===== src/rtl/core/assert_macros.svh =====
// Assertion macros used by the top level of the price histogram accumulator.
`ifndef ASSERT_MACROS_SVH
`define ASSERT_MACROS_SVH

// Same-cycle implication, checked on every rising edge outside reset.
`define PHIST_ASSERT_IMPL(label, ante, cons) \
    label: assert property (@(posedge clk) disable iff (!rst_n) (ante) |-> (cons)) \
        else $error("implication check failed");

// Next-cycle implication, checked on every rising edge outside reset.
`define PHIST_ASSERT_NEXT(label, ante, cons) \
    label: assert property (@(posedge clk) disable iff (!rst_n) (ante) |=> (cons)) \
        else $error("next-cycle check failed");

`endif


===== src/rtl/core/phist_ram.sv =====
// Generic single-write, single-read RAM with registered read data.
module phist_ram #(
    parameter int WIDTH = 8,
    parameter int DEPTH = 16
) (
    input  logic                                      clk,
    input  logic                                      we,
    input  logic [((DEPTH > 1) ? $clog2(DEPTH) : 1)-1:0] waddr,
    input  logic [WIDTH-1:0]                          wdata,
    input  logic                                      re,
    input  logic [((DEPTH > 1) ? $clog2(DEPTH) : 1)-1:0] raddr,
    output logic [WIDTH-1:0]                          rdata
);

    logic [WIDTH-1:0] mem [DEPTH];

    always_ff @(posedge clk)
    begin
        if (we)
        begin
            mem[waddr] <= wdata;
        end
    end

    always_ff @(posedge clk)
    begin
        if (re)
        begin
            rdata <= mem[raddr];
        end
    end

endmodule


===== config.mk =====
export PLATFORM = sky130hd
export DESIGN_NAME = phist_ram
export DESIGN_NICKNAME = d
export VERILOG_FILES = /design/src/rtl/core/assert_macros.svh /design/src/rtl/core/phist_ram.sv
export SDC_FILE = /design/constraint.sdc
export NUM_CORES = 1
export LEC_CHECK = 0
export BUFFER_PORTS_ARGS = -buffer_cell sky130_fd_sc_hd__buf_2
export CORE_MARGIN = 1.5
export CORE_UTILIZATION = 45
export DETAILED_ROUTE_END_ITERATION = 8
export PLACE_DENSITY_LB_ADDON = 0.25
export SLEW_MARGIN = 20
export SYNTH_ARGS = -nofsm -noshare
export SYNTH_HDL_FRONTEND = slang
export SYNTH_SLANG_ARGS = --single-unit

===== constraint.sdc =====
create_clock -name clk -period 2 [get_ports clk]
set_input_delay 0.1 -clock clk [delete_from_list [all_inputs] [get_ports clk]]
set_output_delay 0.1 -clock clk [all_outputs]
set_load 0.1 [all_outputs]

==> reports/results.tsv <==
stage	metric	value	unit
sta	Hold Vio Cnt, Final	0	
flow_run	MaxCap Viol Count	0	
hold_path	Worst Hold Path EP	mem[9][7]	
sta	max frequency	663	MHz
die	Cell Rows	39	
worst_setup_path	endpoint of the lowest-slack register-to-register path	rdata[0]	
clock_network	Post-CTS Setup Inserts	0	
worst_setup_path	worst flop-to-flop path startpoint	mem[1][0]	
synthesis	Post-Synthesis Cell Area	0.00523	sq mm
placement	Placed Cells	408	
sta	RSZ-0062 raised after global routing	no	
synthesis	sequential share of the synthesized area	78.1	%
sta	worst slew slack as a fraction of its limit	53.6	%
die	Die Ht	111	um
sta	Total Neg Setup Slack	0	ns
synthesis	FF+latch count, synth	136	
clock_network	TritonCTS clock tree	done	
die	Die Outline Area	0.0123	sq mm
clock_network	deepest clock path buffer count	2	
clock_network	post-CTS sizing	0	
sta	setup violation total in the final timing report	0	
synthesis	post-synthesis net count	248	
synthesis	Ys Warns	0	
die	Horiz. Die Dim	111	um
finish	highest-count cells in the layout ignoring fill and taps	sky130_fd_sc_hd__edfxtp_1 (136), sky130_fd_sc_hd__buf_2 (26), sky130_fd_sc_hd__mux4_2 (18), sky130_fd_sc_hd__buf_4 (18), sky130_fd_sc_hd__clkbuf_16 (17)	
sta	pins over their slew limit	0	
clock_network	Clock Latency Late Sink	0.41	ns
clock_network	clk slew on worst S/H paths	0.05	ns
worst_setup_path	capturing element type of the critical path	flop	
global_route	number of antenna violations at the first check in global routing	0	
hold_path	Hold Path Class	primary input to flop	
clock_network	maximum level of the CTS H-tree	4	
sta	Post-Route Skew	0.00768	ns
global_route	GR Overflow Total	0	
global_route	global routing usage summed across all routing layers	17.0	%
synthesis	unique cell type count in the Yosys netlist	18	
routing	routed length per placed instance	21.9	um
synthesis	syn_area_per_cell	22.8	sq um
die	area of the core region	0.0114	sq mm
worst_setup_path	critical path required time	2.15	ns
hold_path	Cells on Worst Hold Path	1	
power	peak supply drop	0.000527	V
finish	number of nets in the final layout	303	
routing	number of remaining DRC errors	0	
placement	routability cong.	0.735	
synthesis	Synth Instances	229	
placement	count of input and output buffers	26	
power	total design power	0.00660	W
global_route	pin count of the biggest net entering global routing	33	
placement	setup slack at placement	0.263	ns
routing	detailed-routing iteration count for the pre-antenna-repair pass	4	
finish	fraction of layout instances using a drive strength above 1	30.0	%
clock_network	number of sinks driven by the clock tree	136	
finish	commonest non-fill, non-tap cell in the layout	sky130_fd_sc_hd__edfxtp_1	
finish	post-layout instance count excluding filler cells	440	
die	initial cell density of the core	46.0	%
worst_setup_path	worst-case reg-to-reg path depth	3	
power	Leak	2.10	nW
worst_setup_path	launching element of the worst setup path	mem[1][0]	
routing	Iteration-0 DRC Markers	160	
worst_setup_path	Startpoint Class	flop	
sta	slew at the pin with the worst max-slew slack	0.694	ns
sta	final worst path period need	1.51	ns
routing	total number of vias	2456	
sta	post-route worst setup slack	0.491	ns
placement	Detail Placement HPWL	6110	um
worst_setup_path	maximum fanout encountered on the critical timing path	1	
routing	remaining antenna violation count after routing	0	
run_status	run status	completed	
die	IO Count	27	
worst_setup_path	data arrival at the endpoint of the critical path	1.66	ns
finish	P&R area growth vs syn	18.5	%
global_route	via count of the first global-routing pass	2570	
worst_setup_path	reg-to-reg setup timing slack	0.49	ns
sta	Final Cycle Share	75.5	%
clock_network	TritonCTS buffer count	17	
worst_setup_path	type of the worst setup path	flop to flop	
power	power per standard cell area	1070	mW/mm^2
routing	ratio of routed vias to standard cells	5.58	
clock_network	clock root buffer	sky130_fd_sc_hd__clkbuf_16	
finish	antenna diode count	0	
hold_path	startpoint of the tightest hold check path	wdata[7]	
routing	final routed wirelength across all metal layers	9630	um
global_route	wire length of the first global-routing pass	15000	um
clock_network	hold buffers post-CTS	0	
sequential cells by signal, indices dropped and copies added, names as in the netlist:
signal and cells:
rdata 8, mem 128
logic make-up after synthesis:
group	synth area share (%)
AOI/OAI and AO/OA	2.30
buffers and inverters	1.65
DFF	78.1
muxes	14.8
and+or+nand+nor	3.14
per-layer routing:
| metal | global-route usage [%] | share of wire [%] |
|---|---|---|
| met5 | 0 | 0 |
| met2 | 26.2 | 49 |
| met3 | 5.52 | 4.8 |
| met4 | 6.92 | 1.7 |
| met1 | 22.7 | 44 |
power by group:
part | total [W] | switching [W] | internal [W]
Combinational | 0.000389 | 0.000263 | 0.000126
Sequential | 0.00323 | 0.0000160 | 0.00321
Clock | 0.00298 | 0.00105 | 0.00193
worst max-delay path, stage by stage (launching register included):
cell and delay [ns]:
sky130_fd_sc_hd__edfxtp_1 0.35, sky130_fd_sc_hd__mux4_1 0.53, sky130_fd_sc_hd__a22oi_1 0.29, sky130_fd_sc_hd__nand2_1 0.09
cell usage after synthesis:
master | n | area, sq um
sky130_fd_sc_hd__edfxtp_1 | 136 | 4080
sky130_fd_sc_hd__mux4_2 | 18 | 405
sky130_fd_sc_hd__a22oi_1 | 16 | 120
sky130_fd_sc_hd__mux4_1 | 14 | 368
sky130_fd_sc_hd__nor2_1 | 13 | 48.8
sky130_fd_sc_hd__nand2_1 | 9 | 33.8
sky130_fd_sc_hd__nor3_1 | 4 | 20.0
sky130_fd_sc_hd__buf_2 | 3 | 15.0
sky130_fd_sc_hd__buf_6 | 3 | 33.8
sky130_fd_sc_hd__clkdlybuf4s25_2 | 3 | 30.0
sky130_fd_sc_hd__nand2b_1 | 2 | 12.5
sky130_fd_sc_hd__nand3b_1 | 2 | 15.0
sky130_fd_sc_hd__and2_1 | 1 | 6.26
sky130_fd_sc_hd__and2b_1 | 1 | 7.51
sky130_fd_sc_hd__buf_4 | 1 | 7.51
sky130_fd_sc_hd__nand3_1 | 1 | 5.00
sky130_fd_sc_hd__nor2b_1 | 1 | 6.26
sky130_fd_sc_hd__or3b_2 | 1 | 8.76
area by class of cell:
cell class / count / area, sq um
Fill cell: 886 / 5170
Sequential cell: 136 / 4080
Multi-Input combinational cell: 83 / 1060
Clock buffer: 20 / 437
Timing Repair Buffer: 46 / 305
Tap cell: 143 / 179
Clock inverter: 12 / 133
metrics by stage:
stage          area [sq um]  hold slack [ns]  util, %
2_1_floorplan          5230            0.199        -
3_3_place_gp           5630            0.490     49.5
3_5_place_dp           5630            0.487     49.5
4_1_cts                6190           0.0575     54.5
5_1_grt                6190           0.0570     54.5
6_report               6190           0.0737     54.5
how the worst max path moves through the flow:
stage           endpoint  slack, ns  cells past startpoint
2_1_floorplan  mem[0][0]       0.41                      2
3_3_place_gp    rdata[0]       0.27                      5
3_5_place_dp    rdata[0]       0.26                      5
4_1_cts         rdata[0]       0.49                      3
5_1_grt         rdata[0]       0.43                      3
6_report        rdata[0]       0.49                      3
Note: power is estimated with default switching activity, not from simulation.
