<file path="src/rtl/core/assert_macros.svh">
// Assertion macros used by the top level of the price histogram accumulator.
`ifndef ASSERT_MACROS_SVH
`define ASSERT_MACROS_SVH

// Same-cycle implication, checked on every rising edge outside reset.
`define PHIST_ASSERT_IMPL(label, ante, cons) \
    label: assert property (@(posedge clk) disable iff (!rst_n) (ante) |-> (cons)) \
        else $error("implication check failed");

// Next-cycle implication, checked on every rising edge outside reset.
`define PHIST_ASSERT_NEXT(label, ante, cons) \
    label: assert property (@(posedge clk) disable iff (!rst_n) (ante) |=> (cons)) \
        else $error("next-cycle check failed");

`endif

</file>
<file path="src/rtl/core/phist_pkg.sv">
// Shared types, widths and codes of the price histogram accumulator.
package phist_pkg;

    localparam int MAX_BUCKETS = 64;
    localparam int ADDR_W      = (MAX_BUCKETS > 1) ? $clog2(MAX_BUCKETS) : 1;
    localparam int CNT_W       = $clog2(MAX_BUCKETS + 1);

    localparam int PRICE_W     = 40;
    localparam int QTY_W       = 48;
    localparam int TOTAL_W     = 56;
    localparam int BCNT_W      = 7;
    localparam int CMD_W       = 2;
    localparam int STATUS_W    = 3;
    localparam int IDX_OUT_W   = 6;
    localparam int CFG_IDX_W   = 2;
    localparam int DIV_CNT_W   = $clog2(PRICE_W + 1);

    localparam logic [PRICE_W-1:0] LOW_RESET   = PRICE_W'(0);
    localparam logic [PRICE_W-1:0] HIGH_RESET  = PRICE_W'(6400);
    localparam logic [BCNT_W-1:0]  COUNT_RESET = BCNT_W'(64);

    localparam logic [CMD_W-1:0] CMD_ADD    = 2'd0;
    localparam logic [CMD_W-1:0] CMD_REMOVE = 2'd1;

    localparam logic [CFG_IDX_W-1:0] CFG_LOWEST  = 2'd0;
    localparam logic [CFG_IDX_W-1:0] CFG_HIGHEST = 2'd1;
    localparam logic [CFG_IDX_W-1:0] CFG_COUNT   = 2'd2;

    typedef enum logic [STATUS_W-1:0] {
        STAT_OK         = 3'd0,
        STAT_RANGE      = 3'd1,
        STAT_ZERO_WIDTH = 3'd2,
        STAT_UNDERFLOW  = 3'd3,
        STAT_OVERFLOW   = 3'd4
    } status_t;

    typedef enum logic [2:0] {
        S_IDLE,
        S_DIVW,
        S_DIVI,
        S_READ,
        S_MOD,
        S_SCAN,
        S_DONE
    } state_t;

endpackage

</file>
<file path="src/rtl/core/phist_div.sv">
// Restoring divider for price words, one quotient bit per cycle.
module phist_div (
    input  logic                          clk,
    input  logic                          rst_n,
    input  logic                          start,
    input  logic [phist_pkg::PRICE_W-1:0] dividend,
    input  logic [phist_pkg::PRICE_W-1:0] divisor,
    output logic                          done,
    output logic [phist_pkg::PRICE_W-1:0] quotient
);

    import phist_pkg::*;

    logic [PRICE_W-1:0]   rem_reg;
    logic [PRICE_W-1:0]   quo_reg;
    logic [PRICE_W-1:0]   dvs_reg;
    logic [DIV_CNT_W-1:0] cnt_reg;
    logic                 busy_reg;
    logic                 done_reg;

    logic [PRICE_W:0]     shifted;
    logic [PRICE_W:0]     diff;
    logic                 fits;
    logic [PRICE_W-1:0]   rem_next;
    logic [PRICE_W-1:0]   quo_next;

    always_comb
    begin
        shifted  = {rem_reg, quo_reg[PRICE_W-1]};
        diff     = shifted - {1'b0, dvs_reg};
        fits     = !diff[PRICE_W];
        rem_next = fits ? diff[PRICE_W-1:0] : shifted[PRICE_W-1:0];
        quo_next = {quo_reg[PRICE_W-2:0], fits};
    end

    always_ff @(posedge clk or negedge rst_n)
    begin
        if (!rst_n)
        begin
            busy_reg <= 1'b0;
            done_reg <= 1'b0;
            cnt_reg  <= '0;
        end
        else
        begin
            done_reg <= 1'b0;
            if (start)
            begin
                busy_reg <= 1'b1;
                cnt_reg  <= DIV_CNT_W'(PRICE_W);
            end
            else if (busy_reg)
            begin
                cnt_reg <= cnt_reg - DIV_CNT_W'(1);
                if (cnt_reg == DIV_CNT_W'(1))
                begin
                    busy_reg <= 1'b0;
                    done_reg <= 1'b1;
                end
            end
        end
    end

    always_ff @(posedge clk)
    begin
        if (start)
        begin
            rem_reg <= '0;
            quo_reg <= dividend;
            dvs_reg <= divisor;
        end
        else if (busy_reg)
        begin
            rem_reg <= rem_next;
            quo_reg <= quo_next;
        end
    end

    assign done     = done_reg;
    assign quotient = quo_reg;

endmodule

</file>
<file path="config.mk">
export PLATFORM = sky130hd
export DESIGN_NAME = phist_div
export DESIGN_NICKNAME = d
export VERILOG_FILES = /design/src/rtl/core/assert_macros.svh /design/src/rtl/core/phist_pkg.sv /design/src/rtl/core/phist_div.sv
export SDC_FILE = /design/constraint.sdc
export NUM_CORES = 1
export LEC_CHECK = 0
export ABC_AREA = 1
export BUFFER_PORTS_ARGS = -buffer_cell sky130_fd_sc_hd__clkbuf_2
export CAP_MARGIN = 10
export CORE_MARGIN = 5
export CORE_UTILIZATION = 50
export CTS_BUF_LIST = sky130_fd_sc_hd__clkbuf_8
export CTS_CLUSTER_DIAMETER = 150
export DETAILED_ROUTE_END_ITERATION = 16
export GPL_TIMING_DRIVEN = 0
export PLACE_DENSITY = 0.74
export SLEW_MARGIN = 20
export SYNTH_ARGS = -nofsm -noshare
export SYNTH_HDL_FRONTEND = slang
export SYNTH_SLANG_ARGS = --single-unit
</file>
<file path="constraint.sdc">
create_clock -name clk -period 2.5 [get_ports clk]
set_clock_uncertainty 0.1 [all_clocks]
set_input_delay 0.125 -clock clk [delete_from_list [all_inputs] [get_ports clk]]
set_output_delay 0.125 -clock clk [all_outputs]
set_load 0.02 [all_outputs]
</file>
==> impl_results.md <==
* Status: completed
* Register-to-register setup slack at approximately 47 ps
* Post-route cell area at between 10000 and 15000 µm²
* Initial antenna violation count at 0
* Clock-pin slew on the worst setup and hold paths at about 80 ps
* Pin count of the biggest net entering global routing at 43
* Max-Cap Viols at 0
* CTS Sinks at 128
* Seq/Total Area, Yosys at just under 40%
* Gr ovfl total at 0
* Layout Area Growth over Synthesis at 32.94%
* Post-DP Area at between 9000 and 10000 µm²
* Starting DRT DRC Count at between 500 and 600
* Total Die Area at 19920 µm²
* Final Hold Vio Count at 0
* Sequential Area at around 3400 µm²
* Critical path class: register to register
* Netlist cell types at 40
* Synth warn at 0
* Die height at about 140 µm
* WL final at between 20 and 30 mm
* Die X at roughly 140 µm
* Core Region at 17060 µm²
* RSZ-0062 raised after global routing: yes
* Deepest clock path buffer count at 2
* Worst Hold Class: input port to register
* Number of antenna diodes at 0
* Routed len/inst at approximately 15 µm
* Initial Util at 50.40%
* H-Tree Level Count at 4
* Post-Syn Nets at between 1000 and 1500
* Critical path startpoint category: register
* DPL Wire Length at around 18 mm
* Worst hold endpoint: dvs_reg[37]$_DFFE_PP_
* Crit Path Max Fanout at 8
* Worst EP required at roughly 2800 ps
* Static Leakage at approximately 6 nW
* DRT Pass-1 Iters at 5
* Relative slew margins at 31.95%
* DR vias at 8488
* Hold path cells at 2
* Fin Hold WS at approximately 260 ps
* Worst R2R Path Depth at 17
* Setup TNS at 0 ps
* RR Endpoint: rem_reg[12]$_SDFFE_PP0P_
* Hold Startpoint: divisor[37]
* Routed vias/inst at between 4 and 5
* Latest clock arrival within the worst-skew pair at between 400 and 500 ps
* Gr usage total at about a quarter
* Final Util at 67.00%
* ANT nets after route at 0
* Slew of the pin with the lowest slew margin at ~1000 ps
* Post-Syn Instances at ~1200
* Drt drc at 0
* CTS Buf Count at 17
* FF+latch count, synth at about 130
* Critical Path AT at between 2000 and 3000 ps
* Area of the multi-input gates at between 4000 and 5000 µm²
* IO buf count at roughly 120
* Post-layout nets at around 1600
* Power Density at 461.5 nW/µm²
* Final worst path period need at about 2500 ps
* Final setup viols at 0
* Final Cycle Share at 98.13%
* Row count at 48
* Root buffer selected by CTS: clkbuf_8
* Fin. max-slew vios at 0
* F_max at ~410 MHz
* Commonest non-fill, non-tap cell in the layout: nand2_1
* Most frequent cells in the layout: 476 x nand2_1, 215 x inv_1, 122 x clkbuf_2, 82 x dlygate4sd3_1, 80 x edfxtp_1
* GPL Wtd Cong at about 0.99
* Synthesized area at 8597 µm²
* Syn avg cell area at approximately 7.0 µm²
* Reg2reg start: dvs_reg[0]$_DFFE_PP_
* Vias in the first global route at slightly above 8000
* CP endpoint kind: register
* Global-route wire length before repair at 39.65 mm
* I/O pin count at approximately 120
* CTS tree: yes
* Share of cells above drive strength 1 at 21.30%
* Fillers at between 1000 and 1500
* Worst VDD drop at approximately 0.53 mV
power breakdown:
| part | switching [mW] | internal, mW |
|---|---|---|
| Sequential | 0.0746 | 2.39 |
| Combinational | 0.554 | 0.380 |
| Clock | 0.962 | 0.914 |
critical path: stages, from the launching register on:
cell and delay, ps:
edfxtp_1 420, ha_4 190, fa_2 350, inv_2 80, nand2_2 50, nand2_2 70, nand3_2 60, nand2_2 100
nand2_2 70, nand3_4 110, nand2_8 80, nand2_8 90, nand2_8 60, nand2_8 150, clkbuf_16 180, nand2_2 50
nand3_2 70, nand2_1 60
worst max-delay path by stage:
stage                          endpoint              startpoint  cells past startpoint  slack [ps]
6_report       rem_reg[12]$_SDFFE_PP0P_    dvs_reg[0]$_DFFE_PP_                     17          50
4_1_cts         rem_reg[7]$_SDFFE_PP0P_   dvs_reg[37]$_DFFE_PP_                     13         0.7
5_1_grt        rem_reg[12]$_SDFFE_PP0P_  quotient[39]$_DFFE_PP_                     18        -100
2_1_floorplan     quotient[0]$_DFFE_PP_  quotient[39]$_DFFE_PP_                     16          30
3_5_place_dp     quotient[12]$_DFFE_PP_                   start                      5        -270
3_3_place_gp     quotient[12]$_DFFE_PP_                   start                      4        -930
synth_stat cells, drive strengths merged:
cell type	count	area, µm²
xor2	6	52.55
dfrtp	8	200.2
a21oi	37	204.0
nor3	4	20.02
dfxtp	40	800.8
edfxtp	80	2402
inv	218	818.3
buf	12	115.1
fa	1	20.02
clkbuf	11	41.29
and2	2	12.51
nor2	89	359.1
o21ai	27	157.7
nand2	535	2143
a21o	2	15.01
ha	42	525.5
a21boi	1	7.510
nor4	1	6.260
dlygate4sd1	1	8.760
o21a	3	22.52
nand3b	1	7.510
o22ai	1	6.260
nand4	3	18.77
nand3	82	468.0
xnor2	17	148.9
o21bai	2	15.01
area by class of cell:
cell class / instances / area share (%)
multi-input combinational: 856 / 39.99
sequential: 128 / 29.78
timing repair buffer: 230 / 15.44
inverter: 218 / 7.160
tap: 225 / 2.463
clock buffer: 17 / 2.047
buffer: 24 / 1.620
clock inverter: 15 / 1.500
cell families (layout without fill, tap and decap cells):
group | Yosys count | after routing | share of synthesized area, %
adder cells (fa/ha/maj) | 43 | 43 | 6.345
XOR/XNOR | 23 | 23 | 2.343
buffers and inverters | 242 | 504 | 11.44
AO/OA/AOI/OAI | 73 | 73 | 4.977
flip-flops | 128 | 128 | 39.59
AND/OR/NAND/NOR | 717 | 717 | 35.31
stage by stage:
step	setup WS [ps]	power, mW	cells
final	46.85	5.274	1713
after global routing	-104.8	5.500	1713
after CTS	0.6766	5.201	1694
after detailed placement	-273.4	3.239	1575
after global placement	-931.1	3.225	1574
after floorplan	25.33	2.977	1226
per-layer routing:
layer	track usage, %	wire length, µm
met1	31.49	10620
met2	41.69	12250
met3	5.495	2008
met4	9.740	830
met5	0	0
what timing repair did:
| action | CTS | global route |
|---|---|---|
| endpoints found under the hold margin | 88 | 0 |
| cloned | 1 | 4 |
| endpoints found under the setup margin | 40 | 41 |
| hold buffers | 82 | 0 |
| pin swaps | 7 | 32 |
| gates resized for setup | 9 | 87 |
| setup buffers | 4 | 15 |
(Power assumes the default switching activity.)
